<file path="src/rtl/assert_macros.svh">
// ----------------------------------------------------------------------------
// assert_macros.svh
// Assertion helpers for the morphology RTL; empty when SYNTH is set.
// ----------------------------------------------------------------------------
`ifndef ASSERT_MACROS_SVH
`define ASSERT_MACROS_SVH

`ifndef SYNTH

// Same-cycle implication, disabled while reset is asserted
`define BDDE_ASSERT_IMPLY(lbl, clk, rst_n, ante, cons) \
  lbl: assert property (@(posedge clk) disable iff (!rst_n) (ante) |-> (cons)) \
    else $error("assertion failed");

// Next-cycle implication, disabled while reset is asserted
`define BDDE_ASSERT_NEXT(lbl, clk, rst_n, ante, cons) \
  lbl: assert property (@(posedge clk) disable iff (!rst_n) (ante) |=> (cons)) \
    else $error("assertion failed");

`else

`define BDDE_ASSERT_IMPLY(lbl, clk, rst_n, ante, cons)
`define BDDE_ASSERT_NEXT(lbl, clk, rst_n, ante, cons)

`endif

`endif

</file>
<file path="src/rtl/bdde_pkg.sv">
// ----------------------------------------------------------------------------
// bdde_pkg
// Types and constants of the binary diamond dilate/erode block.
// ----------------------------------------------------------------------------
package bdde_pkg;

  // Register field widths and reset values
  localparam int DIM_W = 12;
  localparam logic             MODE_RST   = 1'b0;
  localparam logic [DIM_W-1:0] WIDTH_RST  = 12'd640;
  localparam logic [DIM_W-1:0] HEIGHT_RST = 12'd480;
  localparam logic [DIM_W-1:0] MIN_DIM    = 12'd5;

  // Mode codes
  localparam logic MODE_DILATE = 1'b0;
  localparam logic MODE_ERODE  = 1'b1;

  // Pixel levels that count as a hit
  localparam logic [7:0] HIT_LEVEL  = 8'd255;
  localparam logic [7:0] MISS_LEVEL = 8'd0;

  // Window geometry
  localparam int BORDER     = 2;
  localparam int WIN_ROWS   = 5;
  localparam int WIN_COLS   = 5;
  localparam int ROW_STORES = 4;
  // A row-store bit k is real only once in_row + k reaches this value
  localparam int KEEP_ROW   = 6;

  // Diamond taps per window column, index 0 is the oldest column
  localparam logic [WIN_ROWS-1:0] DIAMOND_COL [WIN_COLS] = '{
    5'b00100, 5'b01110, 5'b11111, 5'b01110, 5'b00100
  };

  // Configuration register indexes
  localparam int CFG_IDX_W = 2;
  typedef enum logic [CFG_IDX_W-1:0] {
    CFG_MODE   = 2'd0,
    CFG_WIDTH  = 2'd1,
    CFG_HEIGHT = 2'd2
  } bdde_cfg_idx_t;

  // Channel payloads
  typedef struct packed {
    logic [7:0] red_level;
    logic       is_padding;
  } bdde_in_t;

  typedef struct packed {
    logic white;
    logic last_of_frame;
  } bdde_out_t;

  // Position status handed from the position tracker to the datapath
  typedef struct packed {
    logic                  past;
    logic                  hit_zone;
    logic [ROW_STORES-1:0] row_keep;
    logic                  emit;
    logic                  last;
  } bdde_pos_t;

endpackage

</file>
<file path="src/rtl/bdde_cell.sv">
// ----------------------------------------------------------------------------
// bdde_cell
// One window column: holds five hit bits and passes them to the older cell.
// ----------------------------------------------------------------------------
module bdde_cell
  import bdde_pkg::*;
(
  input  logic                clk,
  input  logic                rst_n,
  input  logic                shift,
  input  logic                clear,
  input  logic [WIN_ROWS-1:0] data_i,
  input  logic [WIN_ROWS-1:0] mask_i,
  output logic [WIN_ROWS-1:0] data_o,
  output logic                any_o
);

  logic [WIN_ROWS-1:0] bits_r;
  logic [WIN_ROWS-1:0] bits_nxt;

  // Clear wins over a shift in the same cycle
  always_comb begin
    bits_nxt = bits_r;
    if (clear) begin
      bits_nxt = '0;
    end else if (shift) begin
      bits_nxt = data_i;
    end
  end

  always_ff @(posedge clk) begin
    if (!rst_n) begin
      bits_r <= '0;
    end else begin
      bits_r <= bits_nxt;
    end
  end

  assign data_o = bits_r;
  // Diamond taps on the column this cell takes at the next shift
  assign any_o  = |(data_i & mask_i);

endmodule

</file>
<file path="config.mk">
export PLATFORM = sky130hd
export DESIGN_NAME = bdde_cell
export DESIGN_NICKNAME = d
export VERILOG_FILES = /design/src/rtl/assert_macros.svh /design/src/rtl/bdde_pkg.sv /design/src/rtl/bdde_cell.sv
export SDC_FILE = /design/constraint.sdc
export NUM_CORES = 1
export LEC_CHECK = 0
export ABC_AREA = 1
export BUFFER_PORTS_ARGS = -buffer_cell sky130_fd_sc_hd__buf_4
export CORE_AREA = 2 2 39 41
export DETAILED_ROUTE_END_ITERATION = 10
export DIE_AREA = 0 0 41 43
export SLEW_MARGIN = 15
export SYNTH_ARGS = -nofsm -noshare
export SYNTH_HDL_FRONTEND = slang
export SYNTH_SLANG_ARGS = --single-unit
</file>
<file path="constraint.sdc">
create_clock -name clk -period 0.8 [get_ports clk]
set_input_delay 0.08 -clock clk [delete_from_list [all_inputs] [get_ports clk]]
set_output_delay 0.08 -clock clk [all_outputs]
set_load 0.05 [all_outputs]
</file>
# Yosys cells after proc, flatten, opt, wreduce, memory -nomap -nowiden
# Index checks and enable logic that the tools add are counted.
op_classes:
  n_div: 0
  reduce_logical: 2
  eq_ne: 0
  mul: 0
  muxes: 0
  magnitude_cmp: 0
  n_bitwise: 2
  shift: 0
  addsub: 0
op_table:
  columns: ["operator", "n"]
  rows:
  - ["$and 5x5->5", 1]
  - ["$reduce_or 5->1", 1]
  - ["$reduce_or 2->1", 1]
  - ["$not 1->1", 1]
totals:
  input_bits: 14
  ram_bits: 0
  ff_bits: 5
  mem_count: 0
  elab_cells: 5
  mem_bits_ro: 0
  latchBits: 0

# Longest topological paths before layout
logic_depth:
  depth_word: 2
  ltp_mapped: 4
  depth_no_buf: 4

# Worst setup path before layout
# Ideal clock, no wire load.
synth_timing:
  path_kind: "register to register"
  start: "reg data_o[0] (netlist name)"
  end: "reg bits_r[0] (netlist: data_o[0])"
  setup_ns: 0.070
  stages_incl_launch_ff: 3
  slack_ns: -0.084
  t_arrival_ns: 0.814
  path_cell_list: "dfxtp_1 > nand2_1 > a21oi_1"
synth_lines:
  columns: ["item", "line_no", "source"]
  rows:
  - ["end signal, assigned", "bdde_cell.sv:35", "bits_r <= bits_nxt;"]
  - ["end, declared", "bdde_cell.sv:18", "logic [WIN_ROWS-1:0] bits_r;"]

# Final worst setup path
layout_timing:
  start: "reg bits_r[3] (netlist: data_o[3])"
  end: "out data_o[3]"
layout_lines:
  columns: ["item", "line_no", "source"]
  rows:
  - ["end, declared", "bdde_cell.sv:14", "output logic [WIN_ROWS-1:0] data_o,"]
# No word-level cell between the ends.

==> impl_metrics.py <==
metrics = {
    "run_status": {
        "outcome": "finished, violations left",
        "violations": "negative setup slack",
    },
    "clock_network": {
        "cts_tree": "done",
        "max-clock-path-buffers": 2,
        "cts_sinks": 5,
        "cts_buffers": 3,
        "cts_max_level": 1,
        "insertion_delay_ns": 0.24,
        "ctsRootBufferMaster": "clkbuf_4",
        "clk_pin_slew_worst_paths_ns": 0.05,
        "hold_buffers": 0,
    },
    "layout": {
        "final_nets": 75,
        "largest_reg_flops": 5,
        "syn2layout_area_growth_pct": 119,
        "stdcell_count": 76,
        "final_util_pct": 34.0,
        "post_route_cells_drive_above_1_share_pct": 51.7,
        "fin_area_um2": 470,
        "insertedDiodeCount": 0,
    },
    "synth": {
        "ys_top_cells_by_count": "19 x nand2_1, 5 x a21oi_1, 5 x dfxtp_1, 3 x inv_1",
        "ys_ff_latch": 5,
        "synthArstFlopShare_pct": 0,
        "syn_area_per_cell_um2": 6.33,
        "ys.flop_type": "dfxtp_1",
        "yosysUniqueCellTypes": 6,
        "synthTopCellsByArea": "dfxtp_1 47%, nand2_1 33%, a21oi_1 12%, inv_1 5.2%, inv_2 1.7%",
        "yosysWarnings": 0,
        "ys_seq_area_share_pct": 46.5,
        "synth_area_um2": 215,
        "synth_top_cell_area_share_pct": 46.5,
        "synth_top_area_cell": "dfxtp_1",
        "synth.most_common_cell": "nand2_1",
        "synth_edf_count": 0,
        "syn_nets": 48,
        "syn_inst": 34,
    },
    "floorplan": {
        "ios": 20,
        "die_h_um": 43,
        "die_w_um": 41,
        "core_area_um2": 1380,
        "initial_core_util_pct": 15.6,
        "rows": 14,
        "die-area_um2": 1760,
    },
    "timing": {
        "setup_slack_ns": -0.0127,
        "fin_hold_ws_ns": 0.0995,
        "fin_crit_ns": 0.813,
        "setup_tns_ns": -0.0133,
        "worstMarginPinSlew_ns": 0.172,
        "max_slew_margin_pct": 88.5,
        "fmax_mhz": 1230,
        "period_share_pct": 102,
        "hold_violations": 0,
        "drv_slew": 0,
        "skew_ns": 0,
        "setup_viol": 2,
        "rsz0062_at_grt": "yes",
    },
    "grt": {
        "track_usage_pct": 8.63,
        "grt_antenna_before_repair": 0,
        "grt_max_degree": 7,
        "grt_pass1_wl_um": 945,
        "grt.overflow.total": 0,
        "grt_pass1_vias": 251,
    },
    "setup_path": {
        "worstPathRequired_ns": 0.72,
        "crit_type": "flip-flop to output pin",
        "crit_buf_inv": 1,
        "slowest_stage": "dfxtp_2",
        "cp_cell_sequence": "buf_8",
        "max_stage_delay_ns": 0.34,
        "cp-start-kind": "flip-flop",
        "r2r-end": "data_o[3]",
        "crit_fanout": 2,
        "r2r_start": "data_o[3]",
        "r2r_cells": 3,
        "endpoint_kind": "output pin",
        "crit_family": "flip-flops",
        "arrival_ns": 0.73,
        "rrSetupSlack_ns": 0.13,
    },
    "route": {
        "dr.first_iter.drc_count": 5,
        "first_pass_iters": 3,
        "drc": 0,
        "vias": 288,
        "routed_wirelength_um": 590,
        "vias_per_cell": 3.79,
        "wl_per_cell_um": 7.76,
        "antenna_left": 0,
    },
    "placement": {
        "gp_congestion": 0.711,
        "hpwlAfterDp_um": 466,
        "placed_cells": 69,
        "dpl_cell_area_um2": 384,
        "io_buffers": 19,
    },
    "worst_hold_path": {
        "hold_path_class": "input port to flip-flop",
        "whs_path_depth": 3,
        "hp-start": "data_i[3]",
        "min_to": "data_o[3]",
    },
    "power_and_ir_drop": {
        "p_leak_nw": 0.244,
        "peakVddDrop_v": 0.000772,
        "cellPowerDensity_nw_per_um2": 1550,
    },
    "flow_run": {
        "max_cap_viol_count": 0,
    },
}
## cell usage in the layout (no fill, tap or decap)
cell type,Yosys,routed
nor2_1,1,1
buf_8,0,5
inv_1,3,3
clkbuf_1,0,1
clkbuf_4,0,3
buf_4,0,17
a21oi_1,5,5
inv_2,1,1
nand2_1,19,19
dfxtp_2,0,5
## how the worst max path moves through the flow
stage	start	end	slack [ns]	depth (start not counted)
floorplan	data_o[0]	data_o[0]	0.07	2
global placement	data_i[3]	any_o	0.12	6
detailed placement	data_i[1]	any_o	0.11	6
CTS	data_o[3]	data_o[3]	-0.02	1
global route	data_o[3]	data_o[3]	-0.03	1
finish	data_o[3]	data_o[3]	-0.01	1
## cell families after synthesis
group | Yosys count | synth area share, %
AOI/OAI and AO/OA | 5 | 11.6
buffers and inverters | 4 | 6.97
DFF | 5 | 46.5
and+or+nand+nor | 20 | 34.9
## stage by stage
stage / worst slack (ns) / total power (W)
after floorplan: 0.0742 / 0.000342
after global placement: 0.118 / 0.000421
after detailed placement: 0.107 / 0.000421
after CTS: -0.0207 / 0.000738
after global routing: -0.0349 / 0.000768
final: -0.0127 / 0.000729
## layer usage
metal | global-route usage (%) | vias up | part of all wire [%]
met3 | 6.28 | 0 | 7.3
met5 | 0 | - | 0
met4 | 6.00 | 0 | 0
li1 | - | 155 | -
met2 | 10.9 | 11 | 48
met1 | 9.65 | 122 | 44
## power breakdown
part	internal, W	leakage (nW)	switching [W]
sequential	0.000260	0.0430	0.00000676
clock	0.000189	0.0150	0.000105
combinational	0.0000848	0.186	0.0000848
total	0.000533	0.244	0.000196
## final cells by class
class	count	area, um2
clock buffers	4	26.3
fillers	156	913
inverters	4	15.0
multi-input cells	25	100
flip-flops and latches	5	106
well taps	16	20.0
repair buffers	22	203
## what timing repair did
| action | 4_1_cts | 5_1_grt |
|---|---|---|
| cloned | 0 | 0 |
| endpoints found under the setup margin | 5 | 5 |
| setup buffers | 1 | 2 |
| resized for setup | 9 | 1 |
| pin swaps | 0 | 0 |
No activity file was read; power rests on OpenSTA's default activity.
