### src/rtl/assert_macros.svh
// ----------------------------------------------------------------------------
// assert_macros.svh
// Assertion helpers for the morphology RTL; empty when SYNTH is set.
// ----------------------------------------------------------------------------
`ifndef ASSERT_MACROS_SVH
`define ASSERT_MACROS_SVH

`ifndef SYNTH

// Same-cycle implication, disabled while reset is asserted
`define BDDE_ASSERT_IMPLY(lbl, clk, rst_n, ante, cons) \
  lbl: assert property (@(posedge clk) disable iff (!rst_n) (ante) |-> (cons)) \
    else $error("assertion failed");

// Next-cycle implication, disabled while reset is asserted
`define BDDE_ASSERT_NEXT(lbl, clk, rst_n, ante, cons) \
  lbl: assert property (@(posedge clk) disable iff (!rst_n) (ante) |=> (cons)) \
    else $error("assertion failed");

`else

`define BDDE_ASSERT_IMPLY(lbl, clk, rst_n, ante, cons)
`define BDDE_ASSERT_NEXT(lbl, clk, rst_n, ante, cons)

`endif

`endif

### src/rtl/bdde_pkg.sv
// ----------------------------------------------------------------------------
// bdde_pkg
// Types and constants of the binary diamond dilate/erode block.
// ----------------------------------------------------------------------------
package bdde_pkg;

  // Register field widths and reset values
  localparam int DIM_W = 12;
  localparam logic             MODE_RST   = 1'b0;
  localparam logic [DIM_W-1:0] WIDTH_RST  = 12'd640;
  localparam logic [DIM_W-1:0] HEIGHT_RST = 12'd480;
  localparam logic [DIM_W-1:0] MIN_DIM    = 12'd5;

  // Mode codes
  localparam logic MODE_DILATE = 1'b0;
  localparam logic MODE_ERODE  = 1'b1;

  // Pixel levels that count as a hit
  localparam logic [7:0] HIT_LEVEL  = 8'd255;
  localparam logic [7:0] MISS_LEVEL = 8'd0;

  // Window geometry
  localparam int BORDER     = 2;
  localparam int WIN_ROWS   = 5;
  localparam int WIN_COLS   = 5;
  localparam int ROW_STORES = 4;
  // A row-store bit k is real only once in_row + k reaches this value
  localparam int KEEP_ROW   = 6;

  // Diamond taps per window column, index 0 is the oldest column
  localparam logic [WIN_ROWS-1:0] DIAMOND_COL [WIN_COLS] = '{
    5'b00100, 5'b01110, 5'b11111, 5'b01110, 5'b00100
  };

  // Configuration register indexes
  localparam int CFG_IDX_W = 2;
  typedef enum logic [CFG_IDX_W-1:0] {
    CFG_MODE   = 2'd0,
    CFG_WIDTH  = 2'd1,
    CFG_HEIGHT = 2'd2
  } bdde_cfg_idx_t;

  // Channel payloads
  typedef struct packed {
    logic [7:0] red_level;
    logic       is_padding;
  } bdde_in_t;

  typedef struct packed {
    logic white;
    logic last_of_frame;
  } bdde_out_t;

  // Position status handed from the position tracker to the datapath
  typedef struct packed {
    logic                  past;
    logic                  hit_zone;
    logic [ROW_STORES-1:0] row_keep;
    logic                  emit;
    logic                  last;
  } bdde_pos_t;

endpackage

### src/rtl/bdde_pos.sv
// ----------------------------------------------------------------------------
// bdde_pos
// Input and output raster position tracking and border/flush decisions.
// ----------------------------------------------------------------------------
`include "assert_macros.svh"

module bdde_pos
  import bdde_pkg::*;
#(
  parameter int MAX_WIDTH = 2048
) (
  input  logic                             clk,
  input  logic                             rst_n,
  input  logic                             step,
  input  logic                             restart,
  input  logic [$clog2(MAX_WIDTH+1)-1:0]   w_eff,
  input  logic [DIM_W-1:0]                 h_eff,
  output logic [$clog2(MAX_WIDTH)-1:0]     col_o,
  output logic [$clog2(MAX_WIDTH)-1:0]     col_nxt_o,
  output logic                             frame_end_o,
  output bdde_pos_t                        status_o
);

  localparam int CW = $clog2(MAX_WIDTH);
  localparam int WW = $clog2(MAX_WIDTH + 1);
  // Rows run up to two past the frame while flushing
  localparam int RW = DIM_W + 1;

  logic [CW-1:0]    in_column_r, in_column_nxt;
  logic [RW-1:0]    in_row_r, in_row_nxt;
  logic [CW-1:0]    out_col_r, out_col_nxt;
  logic [DIM_W-1:0] out_row_r, out_row_nxt;

  logic [WW-1:0] col_w;
  logic [WW-1:0] out_col_w;
  logic [RW-1:0] h_ext;
  logic          col_wrap;
  logic          out_col_wrap;
  logic          frame_end;
  bdde_pos_t     status;

  assign col_w     = WW'(in_column_r);
  assign out_col_w = WW'(out_col_r);
  assign h_ext     = RW'(h_eff);
  assign col_wrap     = (col_w == w_eff - WW'(1));
  assign out_col_wrap = (out_col_w == w_eff - WW'(1));

  // Status of the item now at the input
  always_comb begin
    status.past = (in_row_r >= h_ext);
    status.hit_zone = !status.past
                    && (col_w >= WW'(BORDER)) && (col_w < w_eff - WW'(BORDER))
                    && (in_row_r >= RW'(BORDER)) && (in_row_r < h_ext - RW'(BORDER));
    for (int k = 0; k < ROW_STORES; k++) begin
      status.row_keep[k] = (in_row_r >= RW'(KEEP_ROW - k));
    end
    // Linear input position at least two rows plus two pixels
    status.emit = (in_row_r > RW'(BORDER))
                || ((in_row_r == RW'(BORDER)) && (col_w >= WW'(BORDER)));
    status.last = (out_row_r == h_eff - DIM_W'(1)) && out_col_wrap;
  end

  assign frame_end = step && status.emit && status.last;

  // Input position
  always_comb begin
    in_column_nxt = in_column_r;
    in_row_nxt    = in_row_r;
    if (restart || frame_end) begin
      in_column_nxt = '0;
      in_row_nxt    = '0;
    end else if (step) begin
      if (col_wrap) begin
        in_column_nxt = '0;
        in_row_nxt    = in_row_r + RW'(1);
      end else begin
        in_column_nxt = in_column_r + CW'(1);
      end
    end
  end

  // Output position
  always_comb begin
    out_col_nxt = out_col_r;
    out_row_nxt = out_row_r;
    if (restart || frame_end) begin
      out_col_nxt = '0;
      out_row_nxt = '0;
    end else if (step && status.emit) begin
      if (out_col_wrap) begin
        out_col_nxt = '0;
        out_row_nxt = out_row_r + DIM_W'(1);
      end else begin
        out_col_nxt = out_col_r + CW'(1);
      end
    end
  end

  always_ff @(posedge clk) begin
    if (!rst_n) begin
      in_column_r <= '0;
      in_row_r    <= '0;
      out_col_r   <= '0;
      out_row_r   <= '0;
    end else begin
      in_column_r <= in_column_nxt;
      in_row_r    <= in_row_nxt;
      out_col_r   <= out_col_nxt;
      out_row_r   <= out_row_nxt;
    end
  end

  assign col_o       = in_column_r;
  assign col_nxt_o   = in_column_nxt;
  assign frame_end_o = frame_end;
  assign status_o    = status;

  // Checks
  `BDDE_ASSERT_NEXT(a_frame_restart, clk, rst_n, frame_end, ~|{in_column_r, in_row_r, out_row_r})
  `BDDE_ASSERT_IMPLY(a_col_in_range, clk, rst_n, 1'b1, col_w < w_eff)
  `BDDE_ASSERT_IMPLY(a_row_bound, clk, rst_n, 1'b1, in_row_r <= h_ext + RW'(BORDER))
  `BDDE_ASSERT_IMPLY(a_out_row_bound, clk, rst_n, 1'b1, out_row_r < h_eff)

endmodule

### config.mk
export PLATFORM = sky130hd
export DESIGN_NAME = bdde_pos
export DESIGN_NICKNAME = d
export VERILOG_FILES = /design/src/rtl/bdde_pkg.sv /design/src/rtl/bdde_pos.sv
export VERILOG_INCLUDE_DIRS = /design/src /design/src/rtl
export SDC_FILE = /design/constraint.sdc
export NUM_CORES = 1
export LEC_CHECK = 0
export ABC_AREA = 0
export BUFFER_PORTS_ARGS = -buffer_cell sky130_fd_sc_hd__buf_4
export CORE_MARGIN = 1.5
export CORE_UTILIZATION = 60
export DETAILED_ROUTE_END_ITERATION = 8
export PLACE_DENSITY = 0.81
export SETUP_SLACK_MARGIN = 0.3
export SKIP_CTS_REPAIR_TIMING = 1
export SLEW_MARGIN = 20
export SYNTH_ARGS = -nofsm -noshare
export SYNTH_HDL_FRONTEND = slang
export SYNTH_SLANG_ARGS = --single-unit
export TNS_END_PERCENT = 1
### constraint.sdc
create_clock -name clk -period 11.25 [get_ports clk]
set_input_delay 1.125 -clock clk [delete_from_list [all_inputs] [get_ports clk]]
set_output_delay 1.125 -clock clk [all_outputs]
set_load 0.01 [all_outputs]
==> Yosys cells after proc, flatten, opt, wreduce, memory -nomap -nowiden <==
Index checks and enable logic that the tools add are counted.
{ "op_classes": {"n_eq_ne": 4, "muxes": 4, "n_lt_le_gt_ge": 10, "add_sub_neg": 8, "bitwise": 1, "n_reduce_logical": 14} }
{ "op_table": {"columns": ["cell", "count"], "rows": [
  ["11-bit 2-to-1 mux", 4],
  ["13-bit by 3-bit >= comparator with 1-bit output (second input constant)", 3],
  ["13-bit by 2-bit >= comparator with 1-bit output (second input constant)", 2],
  ["11-bit by 12-bit equality test with 1-bit output", 2],
  ["12-bit by 1-bit subtractor with 12-bit output (second input constant)", 2],
  ["11-bit by 1-bit adder with 11-bit output (second input constant)", 2],
  ["13-bit by 1-bit adder with 13-bit output (second input constant)", 1],
  ["13-bit by 2-bit equality test with 1-bit output (second input constant)", 1],
  ["13-bit by 12-bit >= comparator with 1-bit output", 1],
  ["13-bit by 2-bit greater-than comparator with 1-bit output (second input constant)", 1],
  ["13-bit < comparator", 1],
  ["12-bit by 2-bit subtractor with 13-bit output (second input constant)", 1],
  ["12-bit by 1-bit adder with 12-bit output (second input constant)", 1],
  ["12-bit equality test", 1],
  ["11-bit by 12-bit < comparator with 1-bit output", 1],
  ["12-bit by 2-bit subtractor with 12-bit output (second input constant)", 1],
  ["11-bit by 2-bit >= comparator with 1-bit output (second input constant)", 1],
  ["1-bit logical AND", 8],
  ["2-bit AND reduction", 2],
  ["1-bit logical OR", 2],
  ["2-bit OR reduction", 1],
  ["1-bit zero test", 1],
  ["1-bit NOT", 1]
]} }
{ "totals": {"register_bits": 47, "elab_cells": 45} }

==> Longest topological paths before layout <==
{ "depth": {"ltp_word": 7, "ltp_mapped": 15, "ltp_nobuf": 13} }

==> Worst setup path after synthesis <==
No wires, ideal clock.
{ "synth_timing": {"path_type": "input port to output port", "from": "input w_eff[2]", "to": "output col_nxt_o[2]", "path_slack_ns": 6.105, "arrival_time_ns": 4.020, "required_ns": 10.125, "stages": 14, "n_path_buf": 4, "path_cell_list": "buf_2 > inv_1 > ha_1 > buf_2 > or4b_1 > buf_2 > nor4_2 > or3_1 > a31oi_1 > or4_4 > nor3_1 > or2_1 > clkbuf_1 > nor3_1"} }
{ "synth_via": {"elab_chain_cells": 6, "word_cells_on_any_way": 9} }
{ "synth_lines": {"columns": ["item", "line_no", "rtl"], "rows": [
  ["from (decl)", "bdde_pos.sv:16", "input logic [$clog2(MAX_WIDTH+1)-1:0] w_eff,"],
  ["12-bit by 1-bit subtractor with 12-bit output", "bdde_pos.sv:46", "assign out_col_wrap = (out_col_w == w_eff - WW'(1));"],
  ["11-bit by 12-bit equality test with 1-bit output", "bdde_pos.sv:46", null],
  ["1-bit logical AND", "bdde_pos.sv:60", "status.last = (out_row_r == h_eff - DIM_W'(1)) && out_col_wrap;"],
  ["1-bit logical AND", "bdde_pos.sv:63", "assign frame_end = step && status.emit && status.last;"],
  ["named net frame_end_o", "bdde_pos.sv:20", "output logic frame_end_o,"],
  ["1-bit logical OR", "bdde_pos.sv:69", "if (restart || frame_end) begin"],
  ["11-bit 2-to-1 mux", "bdde_pos.sv:69", null],
  ["to (decl)", "bdde_pos.sv:19", "output logic [$clog2(MAX_WIDTH)-1:0] col_nxt_o,"]
]} }
The timed path passes the listed nets, and every way through them passes these cells.

==> Worst setup path in the final report <==
{ "layout_timing": {"from": "input w_eff[1]", "to": "output col_nxt_o[4]"} }
{ "layout_via": {"elab_chain_cells": 6, "word_cells_on_any_way": 9} }
{ "layout_lines": {"columns": ["item", "line_no"], "rows": [
  ["12-bit by 1-bit subtractor with 12-bit output *", "bdde_pos.sv:45, bdde_pos.sv:46"],
  ["11-bit by 12-bit equality test with 1-bit output", "bdde_pos.sv:46"],
  ["1-bit logical AND", "bdde_pos.sv:60"],
  ["1-bit logical AND", "bdde_pos.sv:63"],
  ["1-bit logical OR", "bdde_pos.sv:69"],
  ["11-bit 2-to-1 mux *", "bdde_pos.sv:69"]
]} }
Every way passes the cells marked *; elsewhere a longest branch is shown, timed or not.

==> run summary <==
Status: finished, final reports clean
Initial antenna violation count: 0
Final Instance Area: 5030 µm²
Final setup violation count: 0
Maxcap violations: 0
DRT antenna net count: 0
Register area: 941 µm²
DRC Markers: 0
CTS Root Cell: clkbuf_8
Cell variety after synth: 60
R2R cell count: 10
First-pass detailed-route iteration total: 6
RSZ-0062 raised after global routing: false
Ratio of cells with drive above 1 in the final layout: 12.3%
Mapped Nets: 661
Top FF cell, synth: dfxtp_1
Syn_area_per_cell: 7.71 µm²
Tot Pwr: 0.335 mW
TritonCTS clock tree: done
First-pass GRT wire length: 19.4 mm
CP startpoint kind: primary input
Actual slew at the worst max-slew pin: 0.949 ns
Placed cell area: 4940 µm²
PwrDens: 66.5 nW/µm²
R2R setup slack: 8.12 ns
Crit Path Max Fanout: 11
R2R Path Start: col_o[0]
Vias/cell: 6.14
Hpwl dp: 8.94 mm
Hold path cells: 2
Setup TNS: 0 ns
Via Count: 4,413
Hold WC Path Type: reg2reg
Max clock buf depth: 2
Nets: 693
Die area: 8070 µm²
Util after Layout: 69.0%
Total number of yosys warnings: 0
Largest net degree at the start of global routing: 30
Period utilisation layout: 50.9%
Post-synth ARST share: 0%
Final min period: 5.73 ns
Rows: 31
Final hold violations: 0
Overall Global Routing Usage: 28.6%
Core area: 7290 µm²
RR Endpoint: in_row_r[10]
Number of global-route vias before repair: 4,036
DIE HEIGHT: 89.8 µm
H-tree levels: 2
Post-route setup slack: 5.52 ns
Total grt overflow: 0
Buffers on Ports: 58
Area growth syn-to-layout: 11.3%
Max_slew headroom: 36.7%
Worst setup path class: in2out
Initial Util: 62.0%
Routed wire per std cell: 16.0 µm
Num CTS Buffers: 5
I/O pin count: 59
Final Max Slew Viols: 0
Worst Setup End Kind: primary output
Post-synth EDFFs: 0
Crit path DAT: 4.60 ns
Chip width: 89.8 µm
Mapped Cells: 587
Sink Count: 47
# fillers: 656
#FFs+latches synth: 47
Pre-CTS WS: 5.62 ns
Max VDD drop: 0.0000563 V
Routed WL: 11.5 mm
Initial DRC count: 305
Cell Area, Synth: 4520 µm²
Hold_sp: out_row_r[11]
# diodes: 0
Hold Path End: out_row_r[11]
Sequential fraction of the synthesis area: 20.8%
Clock Pin Slew Worst Setup and Hold Paths: 0.09 ns
Clock Latency Late Sink: 0.30 ns
Leak pwr: 2.08 nW
Worst Skew: 0.00848 ns
Routability congestion estimate: 0.905
Area of the multi-input gates: 3360 µm²
F_max: 175 MHz
Worst Path Required: 10.13 ns
==> flip-flops by register name (all words and copies together), names as in the netlist <==
name and count:
out_col_r 11, out_row_r 12, in_row_r 13, col_o 11
==> cells in the final DEF, fill, tap and decap left out, types with 22 or more instances in the layout <==
master / n
nor2_1: 65
nor3_1: 26
xnor2_1: 42
nand4_1: 22
buf_4: 59
ha_1: 46
nand2_1: 35
inv_1: 22
xor2_1: 40
nand3_1: 28
dfxtp_1: 47
==> final cells by class <==
class / count / share of cell area, %
inverters: 23 / 1.71
flip-flops and latches: 47 / 18.7
clock inverters: 2 / 0.249
multi-input cells: 483 / 66.7
well taps: 99 / 2.46
repair buffers: 59 / 8.80
clock buffers: 6 / 1.44
==> worst max-delay path, stage by stage <==
cell and delay (ns):
buf_4 0.13, inv_1 0.09, ha_1 0.33, nor4b_2 0.55, nand2_1 0.23, xnor2_2 0.23
o2111ai_1 0.17, or4_4 0.57, nor3_1 0.36, or2_1 0.46, nor3_1 0.15, buf_4 0.20
==> how the worst max path moves through the flow <==
| stage | cells after the start | startpoint | slack, ns | endpoint |
|---|---|---|---|---|
| 2_1_floorplan | 14 | w_eff[2] | 6.10 | col_nxt_o[2] |
| 3_3_place_gp | 12 | h_eff[2] | 5.79 | col_nxt_o[0] |
| 3_5_place_dp | 12 | h_eff[2] | 5.62 | col_nxt_o[4] |
| 4_1_cts | 12 | h_eff[2] | 5.61 | col_nxt_o[4] |
| 5_1_grt | 12 | w_eff[2] | 5.32 | col_nxt_o[4] |
| 6_report | 12 | w_eff[1] | 5.52 | col_nxt_o[4] |
==> cells in the mapped netlist (all sizes together) (3+ instances only) <==
cell	count	share of area (%)
or3	6	0.83
or4	11	2.0
ha	46	13
buf	8	1.1
nand2b	15	2.1
nand2	35	2.9
o21ai	17	1.9
or2	5	0.69
o31ai	5	0.83
nor4	15	2.2
nand4	22	3.0
a21o	11	1.8
nor4b	5	1.4
nor2b	5	0.69
o311ai	3	0.58
o211ai	5	0.83
a211oi	3	0.50
a21oi	21	2.3
inv	23	1.9
dfxtp	47	21
xor2	40	7.7
a31oi	5	0.69
nand3	28	3.1
clkbuf	26	2.2
o21a	3	0.50
nor3	26	2.9
nor2	65	5.4
and4	3	0.58
xnor2	43	8.5
and3	11	1.5
==> stage by stage <==
| step | cells | hold slack (ns) |
|---|---|---|
| after floorplan | 587 | 0.464 |
| after global placement | 711 | 0.506 |
| after detailed placement | 711 | 0.516 |
| after CTS | 719 | 0.531 |
| after global routing | 719 | 0.539 |
| final | 719 | 0.530 |
==> power breakdown <==
| part | switching [mW] | total (mW) | internal [mW] |
|---|---|---|---|
| sequential | 0.000691 | 0.167 | 0.167 |
| combinational | 0.0373 | 0.0651 | 0.0278 |
| clock | 0.0588 | 0.102 | 0.0436 |
| total | 0.0968 | 0.335 | 0.238 |
==> cell families (layout without fill, tap and decap cells) <==
group | count (synthesis) | after routing | share of synthesized area (%)
muxes | 2 | 2 | 0.442
and+or+nand+nor | 262 | 262 | 31.1
AOI/OAI and AO/OA | 89 | 89 | 13.0
adders and majority gates | 46 | 46 | 12.7
buffers and inverters | 57 | 90 | 5.17
DFF | 47 | 47 | 20.8
xor gates and xnor gates | 84 | 84 | 16.7
==> layer usage <==
layer | share of wire (%) | track usage [%]
met2 | 46 | 46.9
met3 | 5.4 | 3.98
met1 | 47 | 39.9
met5 | 0 | 0
met4 | 1.5 | 6.48
(Power assumes the default switching activity.)
